===== config.mk =====
export PLATFORM = sky130hd
export DESIGN_NAME = first_fit_heap_allocator_top
export DESIGN_NICKNAME = d
export VERILOG_FILES = /design/src/hdl/ffha_pkg.sv /design/src/hdl/ffha_ram.sv /design/src/hdl/first_fit_heap_allocator_top.sv
export SDC_FILE = /design/constraint.sdc
export NUM_CORES = 2
export LEC_CHECK = 0
export BUFFER_PORTS_ARGS = -buffer_cell sky130_fd_sc_hd__buf_2
export CAP_MARGIN = 10
export CORE_MARGIN = 5
export CORE_UTILIZATION = 39
export DETAILED_ROUTE_END_ITERATION = 16
export GPL_TIMING_DRIVEN = 0
export PLACE_DENSITY = 0.65
export REMOVE_ABC_BUFFERS = 1
export SYNTH_ARGS = -nofsm -noshare
export SYNTH_HDL_FRONTEND = slang
export SYNTH_SLANG_ARGS = --single-unit

===== constraint.sdc =====
create_clock -name clk -period 7.3 [get_ports clk]
set_clock_uncertainty 0.15 [all_clocks]
set_input_delay 1.095 -clock clk [delete_from_list [all_inputs] [get_ports clk]]
set_output_delay 1.095 -clock clk [all_outputs]
set_load 0.005 [all_outputs]

===== src/hdl/ffha_pkg.sv =====
package ffha_pkg;

  localparam int ARENA_BYTES  = 16384;
  localparam int HEADER_BYTES = 12;
  localparam int MAX_SEGMENTS = 64;

  localparam int IDX_W  = $clog2(MAX_SEGMENTS);
  localparam int CNT_W  = IDX_W + 1;
  localparam int OFS_W  = 14;
  localparam int SIZE_W = 15;
  localparam int ENT_W  = OFS_W + SIZE_W + 1;

  localparam logic KIND_ALLOC = 1'b0;
  localparam logic KIND_FREE  = 1'b1;

  localparam logic [1:0] ST_OK       = 2'd0;
  localparam logic [1:0] ST_NO_SPACE = 2'd1;
  localparam logic [1:0] ST_BAD_FREE = 2'd2;
  localparam logic [1:0] ST_FULL     = 2'd3;

  typedef struct packed {
    logic [OFS_W-1:0]  ofs;
    logic [SIZE_W-1:0] size;
    logic              used;
  } entry_t;

  typedef enum logic [3:0] {
    S_IDLE,
    S_SCAN,
    S_SCAN_CHK,
    S_SHUP_WR,
    S_FREE_NB,
    S_SHDN,
    S_SHDN_WR,
    S_DONE
  } state_t;

endpackage


===== src/hdl/ffha_ram.sv =====
module ffha_ram #(
  parameter int WIDTH = 8,
  parameter int DEPTH = 16
) (
  input  logic                     clk,
  input  logic                     we,
  input  logic [$clog2(DEPTH)-1:0] waddr,
  input  logic [WIDTH-1:0]         wdata,
  input  logic [$clog2(DEPTH)-1:0] raddr,
  output logic [WIDTH-1:0]         rdata
);

  logic [WIDTH-1:0] mem [DEPTH];

  always_ff @(posedge clk) begin
    if (we) begin
      mem[waddr] <= wdata;
    end
    rdata <= mem[raddr];
  end

endmodule


===== src/hdl/first_fit_heap_allocator_top.sv =====
// Channel  Dir  tdata fields (lsb first)             tuser
// s_axis   in   size_bytes[14:0], address[29:15]     kind
// m_axis   out  status[1:0], payload_offset[16:2]    -
//
// One request at a time. The scan visits the segment table entry by entry, reading each
// entry and then checking it; a split then moves the entries above it up at one per cycle, and a free
// that merges moves them down at one per cycle after one extra read.
// The table has one read port and one write port; the time to a result grows with the entries
// visited and moved, and a full table of 64 segments sets the worst case.
// Reset leaves one free segment covering the arena. It is written while init_done is
// still low, and s_axis_tready stays low until init_done is set.
// A result waits in its output register; tready stays low until it is taken.
module first_fit_heap_allocator_top (
  input  logic        clk,
  input  logic        rst,
  input  logic        s_axis_tvalid,
  output logic        s_axis_tready,
  input  logic [31:0] s_axis_tdata,  // size_bytes[14:0], address[29:15]
  input  logic        s_axis_tuser,  // kind
  output logic        m_axis_tvalid,
  input  logic        m_axis_tready,
  output logic [23:0] m_axis_tdata   // status[1:0], payload_offset[16:2]
);

  localparam int IW = ffha_pkg::IDX_W;
  localparam int CW = ffha_pkg::CNT_W;
  localparam int SW = ffha_pkg::SIZE_W;
  localparam int OW = ffha_pkg::OFS_W;

  ffha_pkg::state_t state, state_next;

  logic          init_done;
  logic [CW-1:0] count;
  logic [CW-1:0] idx;        // current position in the table
  logic          kind;
  logic [SW-1:0] want;
  logic [SW-1:0] addr;
  ffha_pkg::entry_t cur;     // segment being released
  ffha_pkg::entry_t prev;    // entry before the current scan position
  ffha_pkg::entry_t carry;   // entry being moved up during a split
  logic [1:0]    status;
  logic [SW-1:0] pay;
  logic          out_valid;
  logic [CW-1:0] pos;        // index of the segment being released
  logic [1:0]    gap;        // entries removed by a merge

  logic          we;
  logic [IW-1:0] waddr, raddr;
  ffha_pkg::entry_t wdata, rdata;

  ffha_ram #(.WIDTH(ffha_pkg::ENT_W), .DEPTH(ffha_pkg::MAX_SEGMENTS)) u_tab (
    .clk(clk), .we(we), .waddr(waddr), .wdata(wdata), .raddr(raddr), .rdata(rdata)
  );

  logic          in_take;
  logic [SW:0]   want_h;
  logic [SW:0]   pay_calc;
  logic [SW:0]   rest_ofs;
  logic          fit, exact, split, full, hit;
  logic          nx, mp;
  logic [SW:0]   merged_size;
  logic [CW-1:0] merged_pos;
  logic [1:0]    merged_gap;
  logic [CW-1:0] count_left;
  logic [CW-1:0] next1;
  logic [CW-1:0] rd_dn;
  logic [CW-1:0] rd_dn_next;
  ffha_pkg::entry_t grant, rest, merged;

  assign in_take  = s_axis_tvalid && s_axis_tready;
  assign want_h   = {1'b0, want} + (SW+1)'(ffha_pkg::HEADER_BYTES);
  assign pay_calc = {2'b0, rdata.ofs} + (SW+1)'(ffha_pkg::HEADER_BYTES);
  assign rest_ofs = pay_calc + {1'b0, want};

  assign fit   = !rdata.used && (rdata.size >= want);
  assign exact = rdata.size == want;
  assign split = {1'b0, rdata.size} > want_h;
  assign full  = count >= CW'(ffha_pkg::MAX_SEGMENTS);
  assign hit   = pay_calc == {1'b0, addr};

  assign grant = '{ofs: rdata.ofs, size: want, used: 1'b1};
  assign rest  = '{ofs: rest_ofs[OW-1:0], size: rdata.size - want_h[SW-1:0], used: 1'b0};

  // While merging, rdata holds the entry after the released segment.
  assign nx = (pos + CW'(1) < count) && !rdata.used;
  assign mp = (pos != '0) && !prev.used;
  assign merged_size = {1'b0, cur.size}
                     + (nx ? ({1'b0, rdata.size} + (SW+1)'(ffha_pkg::HEADER_BYTES)) : '0)
                     + (mp ? ({1'b0, prev.size} + (SW+1)'(ffha_pkg::HEADER_BYTES)) : '0);
  assign merged_gap = {1'b0, nx} + {1'b0, mp};
  assign merged_pos = mp ? pos - CW'(1) : pos;
  assign count_left = count - CW'(merged_gap);
  assign merged = '{ofs: (mp ? prev.ofs : cur.ofs), size: merged_size[SW-1:0], used: 1'b0};

  assign next1      = idx + CW'(1);
  assign rd_dn      = idx + CW'(gap);
  assign rd_dn_next = idx + CW'(gap) + CW'(1);

  assign s_axis_tready = (state == ffha_pkg::S_IDLE) && init_done && !out_valid;
  assign m_axis_tvalid = out_valid;
  assign m_axis_tdata  = {7'd0, pay, status};

  // Next-state logic.
  always_comb begin
    state_next = state;
    unique case (state)
      ffha_pkg::S_IDLE: if (in_take) state_next = ffha_pkg::S_SCAN;
      ffha_pkg::S_SCAN: state_next = (idx < count) ? ffha_pkg::S_SCAN_CHK : ffha_pkg::S_DONE;
      ffha_pkg::S_SCAN_CHK: begin
        if (kind == ffha_pkg::KIND_ALLOC) begin
          if (fit) begin
            state_next = (!exact && split && !full) ? ffha_pkg::S_SHUP_WR : ffha_pkg::S_DONE;
          end else begin
            state_next = ffha_pkg::S_SCAN;
          end
        end else begin
          if (hit) begin
            state_next = rdata.used ? ffha_pkg::S_FREE_NB : ffha_pkg::S_DONE;
          end else begin
            state_next = ffha_pkg::S_SCAN;
          end
        end
      end
      ffha_pkg::S_SHUP_WR: if (idx == count) state_next = ffha_pkg::S_DONE;
      ffha_pkg::S_FREE_NB: begin
        if ((merged_gap != 2'd0) && (merged_pos + CW'(1) < count_left)) begin
          state_next = ffha_pkg::S_SHDN;
        end else begin
          state_next = ffha_pkg::S_DONE;
        end
      end
      ffha_pkg::S_SHDN:    state_next = ffha_pkg::S_SHDN_WR;
      ffha_pkg::S_SHDN_WR: if (next1 >= count) state_next = ffha_pkg::S_DONE;
      ffha_pkg::S_DONE:    state_next = ffha_pkg::S_IDLE;
      default:             state_next = ffha_pkg::S_IDLE;
    endcase
  end

  // Table port control. Reads lead writes by one entry in a split, by gap plus one in a merge.
  always_comb begin
    we    = 1'b0;
    waddr = idx[IW-1:0];
    wdata = carry;
    raddr = idx[IW-1:0];
    unique case (state)
      ffha_pkg::S_IDLE: begin
        if (!init_done) begin
          we = 1'b1;
          waddr = '0;
          wdata.ofs = '0;
          wdata.size = SW'(ffha_pkg::ARENA_BYTES - ffha_pkg::HEADER_BYTES);
          wdata.used = 1'b0;
        end
      end
      ffha_pkg::S_SCAN: ;
      ffha_pkg::S_SCAN_CHK: begin
        raddr = next1[IW-1:0];
        if (kind == ffha_pkg::KIND_ALLOC && fit && (exact || (split && !full))) begin
          we = 1'b1;
          wdata = grant;
        end
      end
      ffha_pkg::S_SHUP_WR: begin
        we = 1'b1;
        raddr = next1[IW-1:0];
      end
      ffha_pkg::S_FREE_NB: begin
        we = 1'b1;
        waddr = merged_pos[IW-1:0];
        wdata = merged;
      end
      ffha_pkg::S_SHDN: raddr = rd_dn[IW-1:0];
      ffha_pkg::S_SHDN_WR: begin
        we = 1'b1;
        wdata = rdata;
        raddr = rd_dn_next[IW-1:0];
      end
      ffha_pkg::S_DONE: ;
      default: ;
    endcase
  end

  always_ff @(posedge clk) begin
    if (rst) begin
      state     <= ffha_pkg::S_IDLE;
      init_done <= 1'b0;
      count     <= CW'(1);
      out_valid <= 1'b0;
      idx       <= '0;
      pos       <= '0;
      gap       <= '0;
    end else begin
      state     <= state_next;
      init_done <= 1'b1;
      if (state == ffha_pkg::S_DONE) out_valid <= 1'b1;
      else if (m_axis_tready) out_valid <= 1'b0;
      unique case (state)
        ffha_pkg::S_IDLE: if (in_take) begin
          kind <= s_axis_tuser;
          want <= s_axis_tdata[14:0];
          addr <= s_axis_tdata[29:15];
          idx  <= '0;
          status <= (s_axis_tuser == ffha_pkg::KIND_FREE) ? ffha_pkg::ST_BAD_FREE
                                                          : ffha_pkg::ST_NO_SPACE;
          pay  <= '0;
        end
        ffha_pkg::S_SCAN: ;
        ffha_pkg::S_SCAN_CHK: begin
          if (kind == ffha_pkg::KIND_ALLOC) begin
            if (fit) begin
              // The first free segment that is large enough ends the scan.
              if (exact) begin
                status <= ffha_pkg::ST_OK;
                pay <= pay_calc[SW-1:0];
              end else if (split) begin
                if (full) begin
                  status <= ffha_pkg::ST_FULL;
                end else begin
                  status <= ffha_pkg::ST_OK;
                  pay <= pay_calc[SW-1:0];
                  carry <= rest;
                  idx <= next1;
                end
              end
            end else begin
              idx <= next1;
            end
          end else begin
            if (hit) begin
              if (rdata.used) begin
                cur <= rdata;
                pos <= idx;
              end
            end else begin
              prev <= rdata;
              idx <= next1;
            end
          end
        end
        // Write carry at idx and pick up the entry that it displaces.
        ffha_pkg::S_SHUP_WR: begin
          carry <= rdata;
          if (idx == count) count <= count + CW'(1);
          else idx <= next1;
        end
        ffha_pkg::S_FREE_NB: begin
          status <= ffha_pkg::ST_OK;
          count <= count_left;
          gap <= merged_gap;
          idx <= merged_pos + CW'(1);
        end
        ffha_pkg::S_SHDN: ;
        ffha_pkg::S_SHDN_WR: if (next1 < count) idx <= next1;
        ffha_pkg::S_DONE: ;
        default: ;
      endcase
    end
  end

endmodule

After elaboration in Yosys (flattened, before gate mapping):

Memories as Yosys holds them, arrays and structs flattened. A register that Yosys moved wholly into a read port is not among the register bits.
Cells that the tools add are included.

* $add $sub $neg: 17
* bitwise logic cells: 3
* multiplexer cells: 62
* equal/unequal tests: 26
* $lt $le $gt $ge: 8
* reduce and logical (&&, ||, !) cells: 39

Operator list (number)
* $mux 30: 7
* $mux 15: 8
* $pmux 30 s4: 1
* $mux 7: 11
* $pmux 30 s2: 1
* $pmux 7 s5: 1
* $add 15x15->15: 2
* $add 15x4->15 const B: 2
* $eq 15x15->1: 2
* $pmux 15 s2: 1
* $add 7x1->7 const B: 4
* $lt 7x7->1: 4
* $pmux 4 s7: 1
* $ne 2x2->1 const B: 10
* $mux 2: 9
* $pmux 6 s3: 1
* $add 15x4->16 const B: 1
* $eq 4x3->1 const B: 4
* $gt 15x16->1: 1
* $mux 4: 4
* $add 14x4->15 const B: 1
* $ge 15x15->1: 1
* $sub 15x15->15: 1
* $add 14x14->14: 1
* other kinds (38): 76

* logic and storage cells: 176
* RAM bits: 1920
* memories: 1
* register bits: 166
* output and inout port bits: 26

Memory list
* u_tab.mem: words 64, width 30, read ports 1, clocked after memory_dff 1, write ports 1, line ffha_ram.sv:13 `logic [WIDTH-1:0] mem [DEPTH];`

Depth between registers and ports, before layout:

* depth in word-level cells: 9
* mapped depth: 23
* depth with buffers taken out: 22

Hierarchy:

Synthesis repeated with hierarchy kept, for this count alone.

* cells, all modules: 4758
* area, all modules: 87377.6 sq um

Modules (own cells, without submodules)
* ffha_ram: sequential area each 58255.9 sq um, cells an instance 3434, area an instance 74765.5 sq um, times used 1
* first_fit_heap_allocator_top: sequential area each 4674.5 sq um, cells an instance 1324, area an instance 12612.1 sq um, times used 1

Least setup slack after synthesis:

OpenSTA, ideal clock, no wires.

* kind: register to register
* start: reg pos[2]
* end: mem u_tab.mem[0][11] in the netlist's numbering (data pin)
* period minus slack after synthesis: 6.765 ns
* slack: 0.535 ns
* stages on the path, launching flop included: 21
* required time: 6.611 ns
* arrival time: 6.076 ns
* cells stage by stage: dfxtp_1 > clkbuf_1 > and2_1 > nand2_1 > xnor2_1 > ha_1 > nand2_1 > o31a_1 > o21ai_1 > clkbuf_1 > nor2_1 > fa_1 > ha_1 > a211oi_1 > o21ai_0 > nand4_1 > a31oi_1 > or3b_2 > a22oi_1 > a21oi_1 > o2bb2ai_1

* cells in the longest elaborated chain, start to end: 7
* elaborated cells on any way between the ends: 10

Ends and longest elaborated chain
* start: declaration: line first_fit_heap_allocator_top.sv:44 `logic [CW-1:0] pos;`
* start signal: assignment: line first_fit_heap_allocator_top.sv:232 `pos <= idx;`
* $add 7x1->7: line first_fit_heap_allocator_top.sv:85 `assign nx = (pos + CW'(1) < count) && !rdata.used;`
* $lt 7x7->1: line first_fit_heap_allocator_top.sv:85
* $logic_and 1x1->1: line first_fit_heap_allocator_top.sv:85
* $mux 15: line first_fit_heap_allocator_top.sv:88 `+ (nx ? ({1'b0, rdata.size} + (SW+1)'(ffha_pkg::HEADER_BYTES)) : '0)`
* $add 15x15->15: line first_fit_heap_allocator_top.sv:88
* $add 15x15->15 (*): line first_fit_heap_allocator_top.sv:89 `+ (mp ? ({1'b0, prev.size} + (SW+1)'(ffha_pkg::HEADER_BYTES)) : '0);`
* $pmux 30 s4 (*): line first_fit_heap_allocator_top.sv:145 `unique case (state)`
* net u_tab.wdata[11]: line ffha_ram.sv:8 `input logic [WIDTH-1:0] wdata,`
* end: declaration: line ffha_ram.sv:13

Mark *: on every way through the listed nets, which the timed path passes. The rest lies on a longest branch.

Worst setup path in the final report:

* start: reg want[2]
* end: mem u_tab.mem[5][14] in the netlist's numbering (data pin)

* cells in the longest elaborated chain, start to end: 7
* elaborated cells on any way between the ends: 11

Ends and longest elaborated chain
* start: declaration: line first_fit_heap_allocator_top.sv:36 `logic [SW-1:0] want;`
* start signal: assignment: line first_fit_heap_allocator_top.sv:200 `want <= s_axis_tdata[14:0];`
* $add 15x4->16: line first_fit_heap_allocator_top.sv:71 `assign want_h = {1'b0, want} + (SW+1)'(ffha_pkg::HEADER_BYTES);`
* $gt 15x16->1: line first_fit_heap_allocator_top.sv:77 `assign split = {1'b0, rdata.size} > want_h;`
* $logic_and 1x1->1: line first_fit_heap_allocator_top.sv:158 `if (kind == ffha_pkg::KIND_ALLOC && fit && (exact || (split && !full))) begin`
* $logic_or 1x1->1: line first_fit_heap_allocator_top.sv:158
* $logic_and 1x1->1 (*): line first_fit_heap_allocator_top.sv:158
* $mux 30 (*): line first_fit_heap_allocator_top.sv:158
* $pmux 30 s4 (*): line first_fit_heap_allocator_top.sv:145
* net u_tab.wdata[14]: line ffha_ram.sv:8

Marks and branches as above.

==> results.cfg <==
[clock_tree]
ctsHoldBuffers = 0
htreeDepth = 4
cts_made_buffers = 212
cts_buffer_depth = 3
cts-root-buf = clkbuf_16
cts.sinks = 2115
cts_tree = yes
path_clk_slew_ns = 0.06
worstSkewPairLatency_ns = 0.87

[layout]
final_common_cell = edfxtp_1
final_cells = 9274
final_cell_mix = edfxtp_1, mux2i_1, nand2_1
num-nets-final = 6231
layout-drive-gt1-share_pct = 12.20
area_growth_pct = 17.10
fillCellCount = 19180

[routing]
wl_per_cell_um = 26.48
dr.pass1.iters = 6
routed_via_density = 5.817
final_antenna_net_count = 0
routed-via-count = 53950
drt_iter0_markers = 6090
drc = 0
finalWirelength_um = 245600

[floorplan]
placement_rows = 175
die_h_um = 488.0
fp.dieW_um = 488.0
core_area_sq_um = 227500
start_util_pct = 39.17
dieArea_sq_um = 238200
num_io_pins = 63

[setup_path]
worst_path_max_delay_cell = nand2b_1
cp-startpoint = want[2]
crit_path_start_kind = flip-flop
crit_end = u_tab.mem[5][14]
cp_top_family = compound AO/OA/AOI/OAI gates
max_stage_delay_ns = 1.11
crit_chain = inv_1 -> ha_1 -> or4_1 -> nor2_1 -> xnor2_1 -> ha_1 -> a21o_1 -> a211oi_1 -> nor2_1 -> a22o_1 -> a31oi_2 -> nand2b_1 -> a21oi_1 -> o211ai_1 -> buf_4 -> buf_4 -> buf_4
r2r_setup_slack_ns = 0.43
critPathMostFrequentCell = buf_4
worst-path-buf-inv = 4
crit_type = flip-flop to flip-flop
worstPathMaxFanout = 19
r2r_cells = 17
critical_path_depth = 17
reg2reg_to = u_tab.mem[5][14]
cp.required_ns = 7.83
r2r_start = want[2]
arrival_ns = 7.40
endpoint_kind = flip-flop

[placement]
place_congestion = 0.8951
hpwl_um = 163700
dp_cells = 8863
port_buffers = 53

[global_route]
track_usage_pct = 20.14
grt_pass1_vias = 52640
grt_max_degree = 83
grt_first_pass_wirelength_um = 356600
antenna_found_initial = 34
grt.overflow.total = 0

[synthesis]
syn-cell-area_sq_um = 89120
synth_top_family_by_area = multiplexers
synth-seq-area-share_pct = 70.61
synthDistinctLibCells = 85
netlist_instances = 5919
syn_area_per_cell_sq_um = 15.06
ys_async_sr_fraction_pct = 0
synth_fa_ha_area_share_pct = 1.803
synth_compound_gate_area_share_pct = 9.252
yosys.area_share.xor_xnor_pct = 1.373
synth_warnings = 0
postSynth.topFlopCell = edfxtp_1
muxShareOfSynthArea_pct = 9.596
synth-simple-area-share_pct = 5.240
synth-seq-cells = 2115
synth-edff-count = 2057

[pwr]
leakage_nw = 35.01
power_density_nw_per_um2 = 457.3
peakVddDrop_mv = 0.3991

[timing]
hold_viol_final = 0
fin_crit_ns = 6.869
max_freq_mhz = 145.6
max_slew_margin_pct = 5.912
post-route-period-util_pct = 94.10
setup_violations = 0
final_max_slew_viol_count = 0
worst_pin_slew_ns = 1.406
rsz0062_at_grt = false
tns_ns = 0

[worst_hold_path]
hold_path_class = primary input to flip-flop

[outcome]
status = complete, no violations

[job]
drv_cap = 0
kinds of logic after synthesis:
logic type	Yosys count
other cells	1
fa+ha+maj	117
compound gates	1192
flops	2115
buf+inv	450
xor+xnor	130
simple gates	1060
mux	854
worst reg2reg max path: stages (launching register included):
cell and delay [ns]:
edfxtp_1 0.55, inv_1 0.12, ha_1 0.26, or4_1 0.58, nor2_1 0.24, xnor2_1 0.10, ha_1 0.23, a21o_1 0.22
a211oi_1 0.22, nor2_1 0.08, a22o_1 0.29, a31oi_2 0.83, nand2b_1 1.12, a21oi_1 0.19, o211ai_1 0.76, buf_4 0.30
buf_4 0.24, buf_4 0.26
area by class of cell:
class | instances | area (sq um) | share of cell area (%)
clock buffers | 261 | 5509 | 5.279
diodes | 11 | 27.53 | 0.02638
clock inverters | 130 | 1386 | 1.328
repair buffers | 317 | 5231 | 5.013
multi-input cells | 3360 | 25240 | 24.18
flip-flops and latches | 2115 | 62930 | 60.31
inverters | 71 | 266.5 | 0.2554
well taps | 3009 | 3765 | 3.608
Yosys cell counts (20+ instances only):
cell / number / area share (%)
buf_2: 131 / 0.74
xor2_1: 56 / 0.55
clkbuf_1: 213 / 0.90
a21oi_1: 577 / 3.2
xnor2_1: 68 / 0.67
and4_1: 32 / 0.31
mux2i_1: 851 / 9.6
dfxtp_1: 58 / 1.3
nor2_1: 179 / 0.75
o21ai_0: 67 / 0.38
inv_1: 68 / 0.29
nand3_1: 43 / 0.24
nand2_1: 628 / 2.6
a32oi_1: 127 / 1.2
nor3_1: 49 / 0.28
ha_1: 98 / 1.4
edfxtp_1: 2057 / 69
buf_1: 27 / 0.11
nand4_1: 20 / 0.14
a221o_1: 249 / 2.8
through the flow:
stage                     utilization, %  hold slack, ns  total power, W  instance area, sq um  worst slack, ns
after global routing               45.86          0.2179         0.04960                104300           0.2823
after CTS                          45.82          0.2005         0.04761                104200          0.02361
final                              45.87          0.2518         0.04773                104400           0.4308
after detailed placement           42.79          0.3292         0.03685                 97350         0.002029
after floorplan                        -          0.2840         0.02774                 87520           -23.92
after global placement             40.24          0.3121         0.03093                 91550           -50.37
flip-flops by register name, indices dropped and copies added, names as in the netlist:
| name | count |
|---|---|
| addr | 15 |
| carry | 30 |
| count | 7 |
| cur | 29 |
| gap | 2 |
| idx | 7 |
| init_done | 1 |
| kind | 1 |
| m_axis_tvalid | 1 |
| pay | 15 |
| pos | 7 |
| prev | 30 |
| state | 3 |
| status | 2 |
| u_tab.mem | 1920 |
| u_tab.rdata | 30 |
| want | 15 |
worst min path at each step:
stage	startpoint	slack [ns]	to	depth (start not counted)
after floorplan	gap[0]	0.28	gap[0]	2
after global placement	gap[0]	0.31	gap[0]	2
after global routing	s_axis_tdata[16]	0.22	addr[1]	1
final	s_axis_tdata[19]	0.25	addr[4]	1
after detailed placement	gap[0]	0.33	gap[0]	2
after CTS	s_axis_tdata[19]	0.20	addr[4]	1
report_power, final:
| group | switching [W] | total [W] | leakage [nW] | internal, W |
|---|---|---|---|---|
| logic | 0.0129 | 0.0208 | 12.6 | 0.00785 |
| registers | 0.000555 | 0.0162 | 19.1 | 0.0156 |
| clock network | 0.00466 | 0.0108 | 3.35 | 0.00612 |
per-layer routing:
| layer | share of wire, % | wire [um] | GRT usage, % | vias up |
|---|---|---|---|---|
| met5 | 0.024 | 58 | 0 | - |
| met4 | 4.7 | 11530 | 9.128 | 10 |
| met3 | 8.8 | 21580 | 3.758 | 458 |
| met2 | 46 | 113200 | 31.59 | 2577 |
| met1 | 40 | 99220 | 27.34 | 27480 |
| li1 | - | - | - | 23420 |
timing repair:
item	4_1_cts	5_1_grt
buffers inserted	0	7
setup endpoints to repair	0	234
resized for setup	0	1
No activity file was read; power rests on OpenSTA's default activity.
